===== src/hdl/lid_pkg.sv =====
// ----------------------------------------------------------------------------
// lid_pkg
// Shared codes, result type and decode function for the line-0 instruction
// decoder (immediate ALU ops, bit ops and MOVEP).
// ----------------------------------------------------------------------------
package lid_pkg;

    localparam int OPCODE_W = 16;

    // operation codes
    localparam logic [3:0] OP_ORI   = 4'd0;
    localparam logic [3:0] OP_ANDI  = 4'd1;
    localparam logic [3:0] OP_SUBI  = 4'd2;
    localparam logic [3:0] OP_ADDI  = 4'd3;
    localparam logic [3:0] OP_EORI  = 4'd4;
    localparam logic [3:0] OP_CMPI  = 4'd5;
    localparam logic [3:0] OP_BTST  = 4'd6;
    localparam logic [3:0] OP_MOVEP = 4'd10;

    // operand sizes
    localparam logic [1:0] SZ_BYTE = 2'd0;
    localparam logic [1:0] SZ_WORD = 2'd1;
    localparam logic [1:0] SZ_LONG = 2'd2;

    // addressing kinds, plus two internal codes used only while decoding
    localparam logic [3:0] KIND_DN      = 4'd0;
    localparam logic [3:0] KIND_D16     = 4'd4;
    localparam logic [3:0] KIND_PCX_MAX = 4'd5;
    localparam logic [3:0] KIND_ABSW    = 4'd6;
    localparam logic [3:0] KIND_ABSL    = 4'd7;
    localparam logic [3:0] KIND_PCD     = 4'd8;
    localparam logic [3:0] KIND_PCX     = 4'd9;
    localparam logic [3:0] KIND_IMM     = 4'd10;
    localparam logic [3:0] KIND_CCR     = 4'd11;
    localparam logic [3:0] KIND_SR      = 4'd12;
    localparam logic [3:0] KIND_SPECIAL = 4'd13;
    localparam logic [3:0] KIND_BAD     = 4'd15;

    // mode field codes
    localparam logic [2:0] MODE_DN  = 3'd0;
    localparam logic [2:0] MODE_AN  = 3'd1;
    localparam logic [2:0] MODE_EXT = 3'd7;

    // static bit op and unused register X codes, plus the unused mode X code
    localparam logic [2:0] RX_STATIC = 3'd4;
    localparam logic [2:0] RX_NONE   = 3'd7;
    localparam logic [2:0] MX_NONE   = 3'd3;

    typedef struct packed {
        logic       valid_res;
        logic [3:0] operation;
        logic [1:0] size;
        logic [3:0] source_kind;
        logic [2:0] source_register;
        logic [3:0] destination_kind;
        logic [2:0] destination_register;
        logic [2:0] extension_words;
    } t_dec_res;

    // immediate ALU operation selected by register X
    function automatic logic [3:0] alu_op(input logic [2:0] rx);
        logic [3:0] op;
        unique case (rx)
            3'd0:    op = OP_ORI;
            3'd1:    op = OP_ANDI;
            3'd2:    op = OP_SUBI;
            3'd3:    op = OP_ADDI;
            3'd5:    op = OP_EORI;
            3'd6:    op = OP_CMPI;
            default: op = OP_ORI;
        endcase
        return op;
    endfunction

    // full decode of one opcode word
    function automatic t_dec_res decode(input logic [OPCODE_W-1:0] w);
        logic [2:0] rx, mx, my, ry;
        logic [3:0] kind;
        logic [2:0] aext;
        logic       ok;
        logic [3:0] op, sk, dk;
        logic [1:0] sz;
        logic [2:0] sr, dr, ext;
        t_dec_res   res;
        rx = w[11:9];
        mx = w[8:6];
        my = w[5:3];
        ry = w[2:0];
        ok = 1'b0;
        op = OP_ORI;
        sz = SZ_BYTE;
        sk = KIND_DN;
        sr = 3'd0;
        dk = KIND_DN;
        dr = 3'd0;
        ext = 3'd0;

        // classify mode Y / register Y
        aext = 3'd0;
        if (my == MODE_DN) begin
            kind = KIND_DN;
        end else if (my == MODE_AN) begin
            kind = KIND_BAD;
        end else if (my <= 3'd4) begin
            kind = {1'b0, my} - 4'd1;
        end else if (my <= 3'd6) begin
            kind = {1'b0, my} - 4'd1;
            aext = 3'd1;
        end else begin
            unique case (ry)
                3'd0: begin kind = KIND_ABSW; aext = 3'd1; end
                3'd1: begin kind = KIND_ABSL; aext = 3'd2; end
                3'd2: begin kind = KIND_PCD;  aext = 3'd1; end
                3'd3: begin kind = KIND_PCX;  aext = 3'd1; end
                3'd4: kind = KIND_SPECIAL;
                default: kind = KIND_BAD;
            endcase
        end

        if (!mx[2]) begin
            if (rx == RX_STATIC) begin
                // static bit operation, bit number in one immediate word
                op = OP_BTST + {2'b00, mx[1:0]};
                sk = KIND_IMM;
                if (kind == KIND_BAD || kind == KIND_SPECIAL) begin
                    ok = 1'b0;
                end else if ((kind == KIND_PCD || kind == KIND_PCX) && mx != 3'd0) begin
                    ok = 1'b0;
                end else begin
                    ok = 1'b1;
                end
                sz = (kind == KIND_DN) ? SZ_LONG : SZ_BYTE;
                ext = 3'd1 + aext;
                dk = kind;
            end else if (rx != RX_NONE && mx != MX_NONE) begin
                // immediate ALU operation
                op = alu_op(rx);
                sz = mx[1:0];
                sk = KIND_IMM;
                ext = ((mx == 3'd2) ? 3'd2 : 3'd1) + aext;
                dk = kind;
                if (kind == KIND_BAD || kind == KIND_PCD || kind == KIND_PCX) begin
                    ok = 1'b0;
                end else if (kind == KIND_SPECIAL) begin
                    ok = (mx < 3'd2) && (op == OP_ORI || op == OP_ANDI || op == OP_EORI);
                    dk = (mx == 3'd0) ? KIND_CCR : KIND_SR;
                end else begin
                    ok = 1'b1;
                end
            end
        end else if (my == MODE_AN) begin
            // movep between data register and d16(An)
            ok = 1'b1;
            op = OP_MOVEP;
            sz = mx[0] ? SZ_LONG : SZ_WORD;
            ext = 3'd1;
            if (!mx[1]) begin
                sk = KIND_D16; sr = ry; dk = KIND_DN;  dr = rx;
            end else begin
                sk = KIND_DN;  sr = rx; dk = KIND_D16; dr = ry;
            end
        end else begin
            // dynamic bit operation, bit number in data register X
            op = OP_BTST + {2'b00, mx[1:0]};
            sk = KIND_DN;
            sr = rx;
            dk = kind;
            ext = aext;
            sz = (kind == KIND_DN) ? SZ_LONG : SZ_BYTE;
            if (kind == KIND_BAD) begin
                ok = 1'b0;
            end else if (kind == KIND_PCD || kind == KIND_PCX) begin
                ok = (mx[1:0] == 2'd0);
            end else if (kind == KIND_SPECIAL) begin
                ok = (mx[1:0] == 2'd0);
                dk = KIND_IMM;
                ext = 3'd1;
            end else begin
                ok = 1'b1;
            end
        end

        // register-based destinations carry register Y
        if (ok && op != OP_MOVEP && dk <= KIND_PCX_MAX) begin
            dr = ry;
        end

        if (ok) begin
            res = '{valid_res: 1'b1, operation: op, size: sz, source_kind: sk,
                    source_register: sr, destination_kind: dk,
                    destination_register: dr, extension_words: ext};
        end else begin
            res = '0;
        end
        return res;
    endfunction

endpackage


===== src/hdl/line0_instruction_decoder.sv =====
// ----------------------------------------------------------------------------
// line0_instruction_decoder
// Decodes one opcode word of the immediate / bit-op / MOVEP group into
// operation, size, operand kinds, registers and extension word count.
// ----------------------------------------------------------------------------
//  channel   | signals                                   | direction
//  ----------+-------------------------------------------+----------
//  request   | start, busy, i_opcode_word                | in
//  result    | o_strobe, o_valid_res .. o_extension_words| out
//
//  one request per cycle; busy is never raised
//  path: input register, decode logic, result register
//  each result shows for one cycle with o_strobe; the receiver cannot stall
//  synchronous active-low reset clears both valid flags
module line0_instruction_decoder
    import lid_pkg::*;
(
    input  logic                i_clk,
    input  logic                i_rst_n,
    input  logic                start,
    output logic                busy,
    input  logic [OPCODE_W-1:0] i_opcode_word,
    output logic                o_strobe,
    output logic                o_valid_res,
    output logic [3:0]          o_operation,
    output logic [1:0]          o_size,
    output logic [3:0]          o_source_kind,
    output logic [2:0]          o_source_register,
    output logic [3:0]          o_destination_kind,
    output logic [2:0]          o_destination_register,
    output logic [2:0]          o_extension_words
);

    logic                r_in_vld;
    logic [OPCODE_W-1:0] r_word;
    logic                r_out_vld;
    t_dec_res            r_res;
    t_dec_res            n_res;

    // never holds requests off
    assign busy = 1'b0;

    // input register
    always_ff @(posedge i_clk) begin
        if (!i_rst_n) begin
            r_in_vld <= 1'b0;
        end else begin
            r_in_vld <= start;
        end
        if (start) begin
            r_word <= i_opcode_word;
        end
    end

    // decode logic
    always_comb begin
        n_res = decode(r_word);
    end

    // result register
    always_ff @(posedge i_clk) begin
        if (!i_rst_n) begin
            r_out_vld <= 1'b0;
        end else begin
            r_out_vld <= r_in_vld;
        end
        if (r_in_vld) begin
            r_res <= n_res;
        end
    end

    assign o_strobe               = r_out_vld;
    assign o_valid_res            = r_res.valid_res;
    assign o_operation            = r_res.operation;
    assign o_size                 = r_res.size;
    assign o_source_kind          = r_res.source_kind;
    assign o_source_register      = r_res.source_register;
    assign o_destination_kind     = r_res.destination_kind;
    assign o_destination_register = r_res.destination_register;
    assign o_extension_words      = r_res.extension_words;

endmodule


===== config.mk =====
export PLATFORM = sky130hd
export DESIGN_NAME = line0_instruction_decoder
export DESIGN_NICKNAME = d
export VERILOG_FILES = /design/src/hdl/lid_pkg.sv /design/src/hdl/line0_instruction_decoder.sv
export SDC_FILE = /design/constraint.sdc
export NUM_CORES = 1
export LEC_CHECK = 0
export BUFFER_PORTS_ARGS = -buffer_cell sky130_fd_sc_hd__buf_2
export CORE_ASPECT_RATIO = 2
export CORE_MARGIN = 5
export CORE_UTILIZATION = 57
export CTS_BUF_LIST = sky130_fd_sc_hd__clkbuf_8
export DETAILED_ROUTE_END_ITERATION = 6
export GPL_TIMING_DRIVEN = 0
export PLACE_DENSITY = 0.89
export SYNTH_ARGS = -nofsm -noshare
export SYNTH_HDL_FRONTEND = slang
export SYNTH_SLANG_ARGS = --single-unit

===== constraint.sdc =====
create_clock -name i_clk -period 3.9 [get_ports i_clk]
set_clock_uncertainty 0.05 [all_clocks]
set_input_delay 1.17 -clock i_clk [delete_from_list [all_inputs] [get_ports i_clk]]
set_output_delay 1.17 -clock i_clk [all_outputs]
set_load 0.02 [all_outputs]

======== Word level (Yosys, flattened, before mapping) ========
Index checks and enable logic that the tools add are counted.
storage, ports and cells
  flip-flop bits (word level) ............. 38
  output and inout bits ................... 26
  logic and storage cells ................. 127
cells by class
  add/sub/neg operators ................... 4
  order comparisons ....................... 4
  eq/ne operators ......................... 21
  muxes and demuxes ....................... 67
  reductions and logical operators ........ 20
operator list
  cell                 count
  $mux 4               24
  $mux 3               17
  $mux 24              1
  $mux 2               11
  $pmux 4 s5           1
  $eq 4x4->1 const B   4
  $eq 3x2->1 const B   5
  $pmux 3 s5           1
  $eq 3x3->1 const B   4
  $mux 1               11
  $eq 3x1->1 const B   3
  $logic_not 3->1      3
  $logic_not 4->1      2
  $le 3x3->1 const B   2
  $logic_or 1x1->1     6
  $logic_and 1x1->1    5
  $add 3x2->4 const A  1
  $eq 4x1->1 const B   1
  $eq 4x3->1 const B   1
  $le 4x3->1 const B   1
  $ne 4x4->1 const B   1
  $pmux 2 s2           1
  $sub 3x1->4 const B  1
  $add 1x3->3 const A  1
  8 further kinds      8

======== Depth between registers and ports, before layout ========
  word-level depth ........................ 18
  gate-level depth with buffers ........... 12
  depth with buffers taken out ............ 11

======== Least setup slack after synthesis ========
No wires, ideal clock.
  path kind ............................... reg-to-reg
  start ................................... reg r_word[3]
  end ..................................... reg r_res (netlist bit o_extension_words[1]), data pin
  library setup time ...................... 0.271 ns
  arrival time ............................ 2.559 ns
  required time ........................... 3.579 ns
  setup slack ............................. 1.019 ns
  cell stages (with the launch flop) ...... 13
  clock period less this slack ............ 2.881 ns
  path through ............................ edfxtp_1 > inv_1 > ha_1 > ha_1 > clkbuf_1 > nor2_1 > and3_1 > ha_1 > inv_1 > fa_1 > nor2_1 > a221oi_1 > a211oi_2
on the way
  longest elaborated chain between the ends .. 12
  elaborated cells between the ends (all ways) .. 42
  classes of those cells .................. add/sub: 3; order compare: 2; eq/ne: 5; mux: 26; reduce/logical: 6
RTL lines
  item                                                   RTL line                                        source
  start, declared                                        line0_instruction_decoder.sv:35                 logic [OPCODE_W-1:0] r_word;
  start signal, assigned                                 line0_instruction_decoder.sv:51                 r_word <= i_opcode_word;
  $sub 3x1->4 or $le 3x3->1 (tied branches)              lid_pkg.sv:105, lid_pkg.sv:107, lid_pkg.sv:106
  $mux 4                                                 lid_pkg.sv:106                                  end else if (my <= 3'd6) begin
  $mux 4                                                 lid_pkg.sv:104                                  end else if (my <= 3'd4) begin
  $mux 4                                                 lid_pkg.sv:102                                  end else if (my == MODE_AN) begin
  $mux 4                                                 lid_pkg.sv:100                                  if (my == MODE_DN) begin
  $eq 4x4->1 (on tied branches)                          -
  $logic_or 1x1->1 (on tied branches)                    lid_pkg.sv:142, lid_pkg.sv:127, lid_pkg.sv:172
  $logic_or 1x1->1 or $logic_and 1x1->1 (tied branches)  lid_pkg.sv:142, lid_pkg.sv:127
  $mux 1 (on tied branches)                              lid_pkg.sv:142, lid_pkg.sv:127
  $mux 1 (on tied branches)                              lid_pkg.sv:135, lid_pkg.sv:125
  $mux 1                                                 lid_pkg.sv:121                                  if (rx == RX_STATIC) begin
  $mux 1                                                 lid_pkg.sv:120                                  if (!mx[2]) begin
  end signal, assigned                                   line0_instruction_decoder.sv:68                 r_res <= n_res;
  end, declared                                          line0_instruction_decoder.sv:37                 t_dec_res r_res;
Several ways; a longest one is shown, not always the timed one.
A chain may end at the register's enable or synchronous reset.

======== Worst setup path in the final report ========
Same ends and word-level chain as after synthesis.

==> results.md <==
Timing:
- Subtracting the final worst setup slack from the clock period gives 3280 ps.
- Across all setup checks in the final design, the least slack found is 624 ps.
- The final setup TNS is 0 ps.
- The number of pins with negative max-slew slack in the final report is 0.
- The count of endpoints failing hold in the final timing report is 0.
- For this run, the top clock speed supported by timing is 0.305 GHz.
- The period utilization is 84.0%.
- The transition time of the tightest slew-check pin is 923 ps.
- The headroom to the max-slew limit is 38.4%.
- Setup violations remaining at the end of the flow were counted as 0.
- Setup repair after global routing left no endpoint under its margin.

Global routing:
- The number of antenna violations at the first check in global routing was 0.
- Summed over all layers, the global routing overflow is 0.
- Entering global routing, the biggest net connects 24 pins.
- The via count of the first global-routing pass is 1803.
- The first global-routing pass estimated 8.25 mm of wire.
- For this run, the total global-route usage over all layers was measured as 21.7%.

Routing:
- In the routed design, unresolved DRC markers number 0.
- The detail route stage leaves a number of antenna-violating nets equal to 0.
- The first TritonRoute pass finished after 4 iterations.
- The first-iteration detailed-routing DRC count is 53.
- The routed via count is 1851.
- The routed wire length per instance is 16.5 um.
- The total wire length after detailed routing is 5.14 mm.
- The vias per cell is 5.93.

Clock network:
- The buffer type at the clock tree root is sky130_fd_sc_hd__clkbuf_8.
- Counting every sink on the clock net gives 36.
- The TritonCTS clock tree is built.
- In this run the deepest clock path goes through 2 buffers.
- The clock-pin slew on the worst setup and hold paths is 70 ps.
- In this run, post-CTS repair resized a total of 0 instances.
- The buffer count from post-CTS setup fixing is 0.
- The total clock buffers created by CTS is 5.
- The latest clock arrival within the worst-skew pair is 290 ps.
- The count of hold-fix buffers inserted at cts is 0.
- The number of H-tree branching levels is 2.

Synth:
- The yosys synthesis warning count is 0.
- Summed over its instances, the top area cell type makes up 46.2% of the synthesized netlist area.
- The fraction of synthesized area in multiplexers is 0.679%.
- In this run the cell area of the synthesized design comes to 0.00221 mm2.
- The synthesized netlist devotes 0.396% of its cell area to XOR and XNOR gates.
- Of the total synthesized cell area, the portion taken by full adders, half adders and majority gates is 4.30%.
- The largest total area in the synthesized netlist belongs to sky130_fd_sc_hd__edfxtp_1.
- In this run, synthesis inferred 34 flip-flops with an integrated enable.
- The number of instances in the synthesized netlist is 214.
- The largest family of logic cells by synthesized area is compound AO/OA/AOI/OAI gates.
- In the synthesized netlist the async set-or-reset flop fraction comes to 0%.
- The sequential element share of the synthesized area is 48.0%.
- The predominant post-synthesis flop cell is sky130_fd_sc_hd__edfxtp_1.
- Counting flops and latches in the post-synthesis netlist gives 36.
- The fraction of the mapped netlist area in simple logic gates is 17.9%.
- The area fraction in compound gates after synthesis is 22.5%.
- In this run the mean area of a mapped cell was 10.3 um2.
- Ranked by total cell area, the synthesized netlist is headed by sky130_fd_sc_hd__edfxtp_1 46%, sky130_fd_sc_hd__o21ai_0 3.6%, sky130_fd_sc_hd__nor2_1 3.6%.
- The synthesized netlist contains 62 unique library cells.

Critical path:
- For the worst setup path, the data required time is 3870 ps.
- The worst endpoint data arrival time is 3240 ps.
- STA classifies the critical path startpoint as a flip-flop.
- The worst register-to-register path begins at r_word[3].
- The critical-path maximum fanout is 10.
- The element type at the critical path end is a flip-flop.
- The type of the worst setup path is flip-flop to flip-flop.
- The critical path starts at r_word[3].
- The number of cells on the worst reg-to-reg path is 12.

Floorplanning:
- The vertical extent of the die is 98.1 um.
- The number of cell rows is 32.
- The die is 54.0 um wide.
- The number of top-level pins is 45.
- The total core area is 0.00380 mm2.
- The total die area is 0.00530 mm2.
- The effective utilization at floorplan is 58.1%.

Power:
- In this run switching power makes up 31.3% of total power.
- In this run, flip-flops and latches consume 47.8% of the power.
- The proportion of power drawn by the clock network is 23.7%.
- The worst-case IR drop observed on VDD is 323 uV.
- The static leakage is 0.977 nW.
- The power per standard cell area is 396 mW/mm2.
- Cell internal power was estimated by the tool at 0.694 mW.
- The net load switching power is 0.316 mW.
- The combinational share of power is 28.5%.

Layout:
- The post-route cell area is 0.00255 mm2.
- The antenna cell count is 0.
- From synthesis to final layout, the design area changed by 15.3%.
- Cells fill 67.0% of the core in the end.
- The final net count is 286.
- The post-route non-filler standard cell count is 312.
- Cells with a size suffix above 1 make up 24.9% of the layout.

Min path:
- The worst min-delay path category is flip-flop to flip-flop.
- Along the worst hold path, the cell count comes to 2.
- The worst hold path begins at r_word[0].

Outcome:
- The run finished with clean final reports.

Run:
- The count of max-cap constraint violations is 0.

Placement:
- Routability-driven placement finished with a final weighted congestion of 0.969.
- At the placement stage, the worst setup path has a slack of 618 ps.
- The number of buffers inserted by port buffering is 38.
- The placed instances occupy a cell area of 0.00247 mm2.
- Detailed placement ended at an HPWL of 4.10 mm.
- The number of placed instances with taps included is 304.
power groups by stage:
stage	combinational, mW	clock (mW)	sequential [mW]
after floorplan	0.182	0	0.517
after global placement	0.282	0	0.490
after global routing	0.314	0.264	0.487
after detailed placement	0.286	0	0.491
final	0.288	0.240	0.483
after CTS	0.287	0.244	0.483
routing by layer:
layer	wire length, um	part of all wire (%)	vias to the layer above	global-route usage [%]
met3	220	4.3	16	4.43
met1	1730	34	873	19.8
met5	0	0	-	0
li1	-	-	897	-
met2	2920	57	65	38.5
met4	266	5.2	0	16.3
sequential cells by signal, summed over array words and instances, names as in the netlist:
name,flops
o_destination_kind,4
o_destination_register,3
o_extension_words,3
o_operation,4
o_size,2
o_source_kind,2
o_source_register,3
o_strobe,1
o_valid_res,1
r_in_vld,1
r_word,12
critical path, stage by stage (launching register included):
cell and delay [ps]:
sky130_fd_sc_hd__edfxtp_1 450, sky130_fd_sc_hd__inv_1 110, sky130_fd_sc_hd__ha_1 230, sky130_fd_sc_hd__ha_1 270
sky130_fd_sc_hd__clkbuf_1 260, sky130_fd_sc_hd__nor2_1 230, sky130_fd_sc_hd__and3_1 280, sky130_fd_sc_hd__ha_1 170
sky130_fd_sc_hd__inv_1 40, sky130_fd_sc_hd__fa_1 480, sky130_fd_sc_hd__nor2_1 50, sky130_fd_sc_hd__a221oi_1 330
sky130_fd_sc_hd__a211oi_2 50
cells in the final DEF (no fill, tap or decap), types with 3 or more instances in the layout:
cell type and count:
sky130_fd_sc_hd__clkbuf_1 5, sky130_fd_sc_hd__edfxtp_1 34, sky130_fd_sc_hd__buf_4 4, sky130_fd_sc_hd__a221oi_1 3, sky130_fd_sc_hd__nand2_1 17, sky130_fd_sc_hd__nor2_1 21
sky130_fd_sc_hd__ha_1 6, sky130_fd_sc_hd__nor3_1 4, sky130_fd_sc_hd__nor2b_1 7, sky130_fd_sc_hd__a22oi_1 4, sky130_fd_sc_hd__a21oi_1 15, sky130_fd_sc_hd__nand2b_1 5
sky130_fd_sc_hd__a31oi_1 3, sky130_fd_sc_hd__buf_2 41, sky130_fd_sc_hd__inv_1 9, sky130_fd_sc_hd__clkbuf_8 5, sky130_fd_sc_hd__o21ai_0 16
cell families (layout without fill, tap and decap cells):
| kind of cell | after synthesis | in the layout |
|---|---|---|
| and+or+nand+nor | 74 | 74 |
| buffers and inverters | 25 | 71 |
| DFF | 36 | 36 |
| AOI/OAI and AO/OA | 69 | 69 |
| other | 1 | 2 |
| muxes | 1 | 1 |
| xor gates and xnor gates | 1 | 1 |
| adders and majority gates | 7 | 7 |
final timing paths:
check                           slack [ps]                         to
worst max-delay path                   620       o_extension_words[1]
worst min-delay path                   670  o_destination_register[0]
worst max register to register         620       o_extension_words[1]
worst min register to register         670  o_destination_register[0]
per-stage QoR:
step / hold WS (ps) / power [mW]
3_5_place_dp: 636 / 0.777
2_1_floorplan: 561 / 0.699
4_1_cts: 662 / 1.01
3_3_place_gp: 627 / 0.772
6_report: 666 / 1.01
5_1_grt: 711 / 1.06
synthesized netlist by cell type, types with 2 or more instances:
cell	instances
sky130_fd_sc_hd__nand2_1	17
sky130_fd_sc_hd__and3_1	2
sky130_fd_sc_hd__clkbuf_1	5
sky130_fd_sc_hd__ha_1	6
sky130_fd_sc_hd__nor2b_1	7
sky130_fd_sc_hd__nand3b_1	2
sky130_fd_sc_hd__buf_4	4
sky130_fd_sc_hd__o21ai_0	16
sky130_fd_sc_hd__a221oi_1	3
sky130_fd_sc_hd__inv_1	7
sky130_fd_sc_hd__and2_1	2
sky130_fd_sc_hd__a21o_1	2
sky130_fd_sc_hd__o31ai_1	2
sky130_fd_sc_hd__dfxtp_1	2
sky130_fd_sc_hd__a211oi_1	2
sky130_fd_sc_hd__or3b_1	2
sky130_fd_sc_hd__a31oi_1	3
sky130_fd_sc_hd__nor4_1	2
sky130_fd_sc_hd__o21a_1	2
sky130_fd_sc_hd__nor3_1	4
sky130_fd_sc_hd__a211oi_2	2
sky130_fd_sc_hd__o211ai_1	2
sky130_fd_sc_hd__a22oi_1	4
sky130_fd_sc_hd__buf_2	3
sky130_fd_sc_hd__nor2_1	21
sky130_fd_sc_hd__clkbuf_2	2
sky130_fd_sc_hd__a2111oi_0	2
sky130_fd_sc_hd__a21oi_1	15
sky130_fd_sc_hd__nand2b_1	5
sky130_fd_sc_hd__edfxtp_1	34
final cells by class:
cell class | count | area (um2)
fillers | 325 | 1250
plain buffers | 16 | 100
well taps | 51 | 63.8
repair buffers | 38 | 190
multi-input cells | 154 | 1020
clock inverters | 3 | 11.3
clock buffers | 5 | 68.8
inverters | 9 | 33.8
flip-flops and latches | 36 | 1060
Note: power is estimated with default switching activity, not from simulation.
